[src/sv/vtr_pkg.sv]
// shared types, constants and selection tables for the voigt tensor rotation block
// no dependencies
`default_nettype none
package vtr_pkg;

    localparam int CW    = 32;          // component width
    localparam int AW    = 16;          // q1.14 matrix entry width
    localparam int PW    = 2 * AW + 1;  // doubled entry product
    localparam int MW    = PW + CW;     // full term product
    localparam int FRAC  = 28;
    localparam int TW    = MW - FRAC;   // term after the shift
    localparam int GW    = TW + 2;      // sum of three terms
    localparam int SW    = GW + 2;      // sum of three groups
    localparam int NL    = 9;           // lanes, one per result component
    localparam int NS    = 9;           // term slots per lane
    localparam int NG    = 3;           // partial sum groups per lane
    localparam int DW    = 48;          // configuration word width
    localparam int IW    = 3;           // configuration index width
    localparam int XW    = 4;           // index into nine entries

    localparam logic [2:0] OP_STRAIN_FWD = 3'd0;
    localparam logic [2:0] OP_STRAIN_BWD = 3'd1;
    localparam logic [2:0] OP_STRESS_FWD = 3'd2;
    localparam logic [2:0] OP_STRESS_BWD = 3'd3;
    localparam logic [2:0] OP_GRAD_FWD   = 3'd4;
    localparam logic [2:0] OP_GRAD_BWD   = 3'd5;

    localparam logic [IW-1:0] REG_ORIENT_FIRST  = 3'd0;
    localparam logic [IW-1:0] REG_ORIENT_SECOND = 3'd1;
    localparam logic [IW-1:0] REG_ROT_A         = 3'd2;
    localparam logic [IW-1:0] REG_ROT_B         = 3'd3;
    localparam logic [IW-1:0] REG_ROT_C         = 3'd4;

    typedef logic signed [AW-1:0] q14_t;
    typedef q14_t                 mat_t [NL];
    typedef logic signed [CW-1:0] comp_t;
    typedef comp_t                comp_vec_t [NL];
    typedef logic signed [GW-1:0] grp_t;
    typedef grp_t                 grp_vec_t [NG];
    typedef grp_t                 grp_mat_t [NL][NG];

    typedef enum logic [1:0] {KIND_STRAIN, KIND_STRESS, KIND_GRAD, KIND_NONE} kind_t;

    typedef struct packed {
        logic          en;
        logic          dbl;
        logic [XW-1:0] ea;
        logic [XW-1:0] eb;
        logic [XW-1:0] ci;
    } term_sel_t;

    // voigt order xx yy zz xy xz yz, padded to nine entries
    localparam int VROW [NL] = '{0, 1, 2, 0, 0, 1, 0, 0, 0};
    localparam int VCOL [NL] = '{0, 1, 2, 1, 2, 2, 0, 0, 0};
    localparam int ROW3 [NL] = '{0, 0, 0, 1, 1, 1, 2, 2, 2};
    localparam int COL3 [NL] = '{0, 1, 2, 0, 1, 2, 0, 1, 2};
    localparam int TRN  [NL] = '{0, 3, 6, 1, 4, 7, 2, 5, 8};
    // mixed shear inputs take two slots each
    localparam int MIXM [NS] = '{0, 0, 0, 3, 3, 4, 4, 5, 5};
    localparam int MIXH [NS] = '{0, 0, 0, 0, 1, 0, 1, 0, 1};

    function automatic kind_t op_kind(input logic [2:0] op);
        kind_t k;
        unique case (op)
            OP_STRAIN_FWD, OP_STRAIN_BWD: k = KIND_STRAIN;
            OP_STRESS_FWD, OP_STRESS_BWD: k = KIND_STRESS;
            OP_GRAD_FWD, OP_GRAD_BWD:     k = KIND_GRAD;
            default:                      k = KIND_NONE;
        endcase
        return k;
    endfunction

    // which entries, component and factor feed one slot of one lane
    function automatic term_sel_t term_sel(input kind_t kind, input logic [XW-1:0] lane,
                                           input logic [XW-1:0] slot);
        term_sel_t s;
        int p, q, i, j, m;
        s = '0;
        if (kind == KIND_GRAD) begin
            s.en = 1'b1;
            s.ea = XW'(3 * ROW3[lane] + ROW3[slot]);
            s.eb = XW'(3 * COL3[lane] + COL3[slot]);
            s.ci = slot;
        end
        else if (kind != KIND_NONE && lane < XW'(6)) begin
            p = VROW[lane];
            q = VCOL[lane];
            if (p == q) begin
                if (slot < XW'(6)) begin
                    i     = VROW[slot];
                    j     = VCOL[slot];
                    s.en  = 1'b1;
                    s.dbl = (i != j) && (kind == KIND_STRESS);
                    s.ea  = XW'(3 * p + i);
                    s.eb  = XW'(3 * p + j);
                    s.ci  = slot;
                end
            end
            else if (slot < XW'(3)) begin
                s.en  = 1'b1;
                s.dbl = (kind == KIND_STRAIN);
                s.ea  = XW'(3 * p) + slot;
                s.eb  = XW'(3 * q) + slot;
                s.ci  = slot;
            end
            else begin
                m    = MIXM[slot];
                i    = VROW[XW'(m)];
                j    = VCOL[XW'(m)];
                s.en = 1'b1;
                s.ea = XW'(3 * p + ((MIXH[slot] != 0) ? j : i));
                s.eb = XW'(3 * q + ((MIXH[slot] != 0) ? i : j));
                s.ci = XW'(m);
            end
        end
        return s;
    endfunction

    function automatic logic [XW-1:0] transpose_idx(input logic [XW-1:0] e);
        return XW'(TRN[e]);
    endfunction

endpackage
`default_nettype wire

[src/sv/vtr_merge.sv]
// final sum of each lane, saturation and result strobe
// depends on vtr_pkg
`default_nettype none
module vtr_merge (
    input  wire logic              clk,
    input  wire logic              rst_n,
    input  wire logic              in_valid,
    input  wire vtr_pkg::grp_mat_t grp_all,
    output logic                   done,
    output vtr_pkg::comp_vec_t     res
);
    import vtr_pkg::*;

    logic      done_reg;
    comp_t     res_reg [NL];
    comp_t     res_next [NL];

    always_comb
    begin
        logic signed [SW-1:0] tot;
        for (int l = 0; l < NL; l++)
        begin
            tot = SW'(grp_all[l][0]) + SW'(grp_all[l][1]) + SW'(grp_all[l][2]);
            if (&tot[SW-1:CW-1] || ~|tot[SW-1:CW-1])
                res_next[l] = tot[CW-1:0];
            else
                res_next[l] = tot[SW-1] ? comp_t'({1'b1, {(CW-1){1'b0}}})
                                        : comp_t'({1'b0, {(CW-1){1'b1}}});
        end
    end

    always_ff @(posedge clk or negedge rst_n)
    begin
        if (!rst_n)
            done_reg <= 1'b0;
        else
            done_reg <= in_valid;
    end

    always_ff @(posedge clk)
    begin
        res_reg <= res_next;
    end

    assign done = done_reg;
    assign res  = res_reg;

endmodule
`default_nettype wire
[config.mk]
export PLATFORM = sky130hd
export DESIGN_NAME = vtr_merge
export DESIGN_NICKNAME = d
export VERILOG_FILES = /design/src/sv/vtr_pkg.sv /design/src/sv/vtr_merge.sv
export SDC_FILE = /design/constraint.sdc
export NUM_CORES = 2
export LEC_CHECK = 0
export BUFFER_PORTS_ARGS = -buffer_cell sky130_fd_sc_hd__buf_2
export CORE_AREA = 2 2 526 528
export DETAILED_ROUTE_END_ITERATION = 12
export DIE_AREA = 0 0 528 530
export PLACE_DENSITY_LB_ADDON = 0.08
export SYNTH_ARGS = -nofsm -noshare
export SYNTH_HDL_FRONTEND = slang
export SYNTH_SLANG_ARGS = --single-unit
export TNS_END_PERCENT = 20
[constraint.sdc]
create_clock -name clk -period 0.8 [get_ports clk]
set_input_delay 0.16 -clock clk [delete_from_list [all_inputs] [get_ports clk]]
set_output_delay 0.16 -clock clk [all_outputs]
set_load 0.01 [all_outputs]
== Word-level counts from Yosys, hierarchy flattened ==
Index checks and enable logic that the tools add are counted.
Widths: inputs -> output; s select.
Word-level totals
  output and inout port bits: 289
  memory bits (writable): 0
  memories: 0
  bits in read-only memories: 0
  bits in registers: 289
  input bits: 1056
  bits in latches: 0
  word-level logic and storage cells: 82
Cells by class
  reductions and logical operators: 36
  add/subtract/negate cells: 18
  eq/ne operators: 0
  $mul: 0
  divide/modulo/power cells: 0
  bitwise operators: 0
  shift operators: 0
  magnitude comparators: 0
  muxes and demuxes: 18
Operators with widths (count)
  $mux 32: 18
  $add 40x39->41: 9
  $add 39x39->40: 9
  $reduce_and 10->1: 9
  $reduce_or 10->1: 9
  $logic_not 1->1: 9
  $logic_or 1x1->1: 9

== Longest topological paths before layout ==
  depth after elaboration: 6
  mapped depth: 19
  depth with buffers taken out: 16

== Worst setup path before layout ==
OpenSTA, ideal clock, no wires.
  path type: input -> register
  start point: in grp_all[703] (netlist name)
  end point: reg res_reg (netlist bit res[193])
  setup slack: -3.496 ns
  library setup time: 0.123 ns
  stages on the path: 15
  data required time: 0.677 ns
  buffers on the path: 1
  arrival time: 4.172 ns
  cell sequence: fa_1 ha_1 fa_1 a21oi_1 o22ai_1 o31ai_2 o21ai_1 a211o_1 a221oi_2 xor2_1 or4b_1 or4_4 o31ai_4 buf_8 mux2_1
RTL lines
  start, declared: RTL line vtr_merge.sv:8  | input wire vtr_pkg::grp_mat_t grp_all,
  end signal, assigned: RTL line vtr_merge.sv:42  | res_reg <= res_next;
  end, declared: RTL line vtr_merge.sv:15  | comp_t res_reg [NL];

==> impl_metrics.py <==
metrics = {
    "yosys": {
        "avgSynthCellArea_um2": 8.76,
        "synthMuxAreaShare_pct": 2.16,
        "syn-instance-count": 4078,
        "synth_xor_area_share_pct": 7.45,
        "syn_nets": 5845,
        "synth.most_common_cell": "a21oi_1",
        "ys_types": 97,
        "ys_ff_latch": 289,
        "synth_top_area_share_pct": 20.2,
        "ys_seq_area_share_pct": 16.2,
        "syn_area_mm2": 0.0357,
        "synth_compound_area_share_pct": 24.5,
        "synth_top_family_by_area": "adder cells",
        "ys_async_sr_fraction_pct": 0.346,
        "ys.flop_type": "dfxtp_1",
        "synth_fa_ha_area_share_pct": 32.5,
        "synth_simple_gate_area_share_pct": 13.8,
        "synth_top_area_cell": "fa_1",
        "synth_warnings": 0,
        "synth_edf_count": 0,
        "post_synth_main_area_contributors": "fa_1, dfxtp_1, ha_1",
        "yosys-top-cells-count": "a21oi_1, fa_1, ha_1",
    },
    "setup_path": {
        "crit_chain": "buf_6, fa_1, ha_2, fa_2, a21oi_4, o22ai_4, o31ai_4, o21ai_2, a211o_1, a221oi_2, xor2_1, or4b_1, or4_4, o31ai_4, buf_12, buf_12, mux2i_2",
        "path_delay_family": "compound AO/OA/AOI/OAI gates",
        "crit_type": "primary input to register",
        "path_buf_inv": 3,
        "path_max_fanout": 8,
        "worstSetupEndpointType": "register",
        "required_ns": 1.37,
        "slowest_stage": "fa_1",
        "slowest_delay_ns": 0.48,
        "worst_ep_arrival_time_ns": 4.36,
        "start_kind": "primary input",
    },
    "placed_design": {
        "dp_slack_ns": -4.55,
        "place_inst": 10300,
        "routabilityCongestion": 0.888,
        "hpwl_um": 206000,
        "portBuffers": 1344,
    },
    "floorplan": {
        "die_area_mm2": 0.280,
        "rows": 193,
        "io_pins": 1345,
        "coreArea_mm2": 0.275,
        "initial_core_util_pct": 13.0,
        "die_y_um": 530,
        "die_w_um": 528,
    },
    "layout": {
        "fin_cells": 10500,
        "nets": 8597,
        "layout-drive-gt1-share_pct": 51.3,
        "area_delta_synth_final_pct": 79.4,
        "largest_reg_flops": 288,
        "regArea_mm2": 0.00590,
        "n_fill_cell": 30400,
        "multi_input_area_mm2": 0.0316,
    },
    "timing": {
        "slew_headroom_pct": 51.5,
        "rsz0062_at_grt": "true",
        "slew_violations": 0,
        "timing_worst_slew_pin_value_ns": 0.709,
        "hold_viol_final": 3,
        "holdWs_ns": -0.0414,
        "tns_ns": -898.32,
        "fin_ws_ns": -3.00,
        "fin_crit_sh_pct": 475,
        "period_minus_slack_ns": 3.80,
        "max_freq_ghz": 0.263,
        "setup_violations": 577,
    },
    "power_and_ir_drop": {
        "power_leakage_nw": 29.1,
        "peakVddDrop_mv": 1.75,
        "seqPwrFrac_pct": 14.9,
        "p_comb_share_pct": 71.5,
        "clock_power_share_pct": 13.6,
        "sw_frac_of_total_pct": 44.6,
        "switching_power_mw": 69.3,
        "pwr_density_cell_mw_per_mm2": 2420,
        "p_int_mw": 85.9,
        "power.total_mw": 155,
    },
    "global_route": {
        "grt_max_degree": 33,
        "grt.overflow.total": 0,
        "grt_pass1_wl_um": 324000,
        "grt_use_total_pct": 15.9,
        "antenna_found_initial": 16,
        "first_global_vias": 45500,
    },
    "drt": {
        "dr.pass1.iters": 5,
        "drc_errors": 0,
        "antenna_left": 0,
        "drtIter0Drc": 1524,
        "wirelength_um": 232000,
        "vias": 41400,
        "routedWlPerCell_um": 22.1,
        "viasPerCell": 3.95,
    },
    "run": {
        "max_cap_violations": 0,
    },
    "run_status": {
        "status": "finished, violations left",
        "violations": "hold timing, setup timing",
    },
    "clocking": {
        "cts_max_level": 2,
        "cts_tree": "yes",
        "ctsHoldBuffers": 4,
        "ctsRootBufferMaster": "clkbuf_16",
        "clock_sinks": 289,
        "numCtsBuffers": 46,
        "clk_pin_slew_ns": 0.06,
        "clockBufferDepth": 3,
    },
    "worst_hold_path": {
        "hold_class": "primary input to register",
        "holdPathEnd": "res[96]$_DFF_P_",
        "hold_path_depth": 4,
        "holdCritStartpoint": "grp_all[429]",
    },
}
routing by layer:
layer,vias to the layer above,track usage (%),share of wire (%)
met5,-,0,0
met4,0,3.04,1.9
met3,133,2.92,5.0
met2,1009,28.2,50
met1,19900,19.9,44
li1,20400,-,-
through the flow:
step	util, %	area [um2]
after detailed placement	21.1	57900
after global placement	21.1	57900
final	23.3	64100
after CTS	22.5	61900
after floorplan	-	35900
after global routing	23.3	64100
placed cells by master (no fill, tap or decap), drive strengths merged, types with 32 or more instances in the layout:
cell / Yosys / final
nand2b: 35 / 35
nor3: 43 / 43
o21bai: 46 / 46
o21a: 52 / 52
o211ai: 43 / 43
ha: 351 / 351
mux2i: 68 / 68
nand3: 86 / 86
nor2: 221 / 221
a211oi: 37 / 37
clkbuf: 143 / 69
o21ai: 328 / 328
o22ai: 32 / 32
inv: 133 / 134
nand2: 304 / 305
a31oi: 48 / 48
xor2: 133 / 133
nand4: 91 / 91
xnor2: 171 / 171
fa: 360 / 360
dfxtp: 288 / 288
a21oi: 419 / 421
buf: 31 / 2866
a21o: 200 / 200
worst max-delay path by stage:
stage | from | end | slack (ns) | depth (start not counted)
after floorplan | grp_all[703] | res[193]$_DFF_P_ | -3.33 | 15
after global placement | grp_all[938] | res[271]$_DFF_P_ | -4.53 | 17
after detailed placement | grp_all[938] | res[259]$_DFF_P_ | -4.55 | 17
after CTS | grp_all[703] | res[200]$_DFF_P_ | -2.95 | 17
after global routing | grp_all[703] | res[221]$_DFF_P_ | -3.10 | 17
final | grp_all[703] | res[200]$_DFF_P_ | -3.00 | 17
what timing repair did:
item / 4_1_cts / 5_1_grt
hold endpoints to repair: 11 / 5
pin swaps: 159 / 109
setup buffers: 62 / 27
resized for setup: 387 / 457
endpoints found under the setup margin: 577 / 577
cloned: 13 / 8
power groups by stage:
stage	logic, mW	clock network [mW]	registers, mW
final	111	21.1	23.1
after global routing	121	22.6	23.7
after CTS	107	22.5	22.8
after detailed placement	100	0	22.9
after global placement	101	0	23.0
after floorplan	39.5	0	24.6
cell families (layout without fill, tap and decap cells):
kind of cell / Yosys count / in the layout
other: 0 / 7
xor gates and xnor gates: 304 / 304
AOI/OAI and AO/OA: 1392 / 1394
muxes: 76 / 76
and+or+nand+nor: 999 / 1000
adders and majority gates: 711 / 711
DFF: 289 / 289
buffers and inverters: 307 / 3092
cell type report:
cell class / instances / share of cell area [%]
Clock inverter: 20 / 0.314
Tap cell: 3607 / 7.04
Sequential cell: 289 / 9.21
Inverter: 133 / 0.785
Clock buffer: 64 / 2.01
Antenna cell: 7 / 0.0273
Timing Repair Buffer: 2875 / 31.4
Multi-Input combinational cell: 3485 / 49.2
No activity file was read; power rests on OpenSTA's default activity.
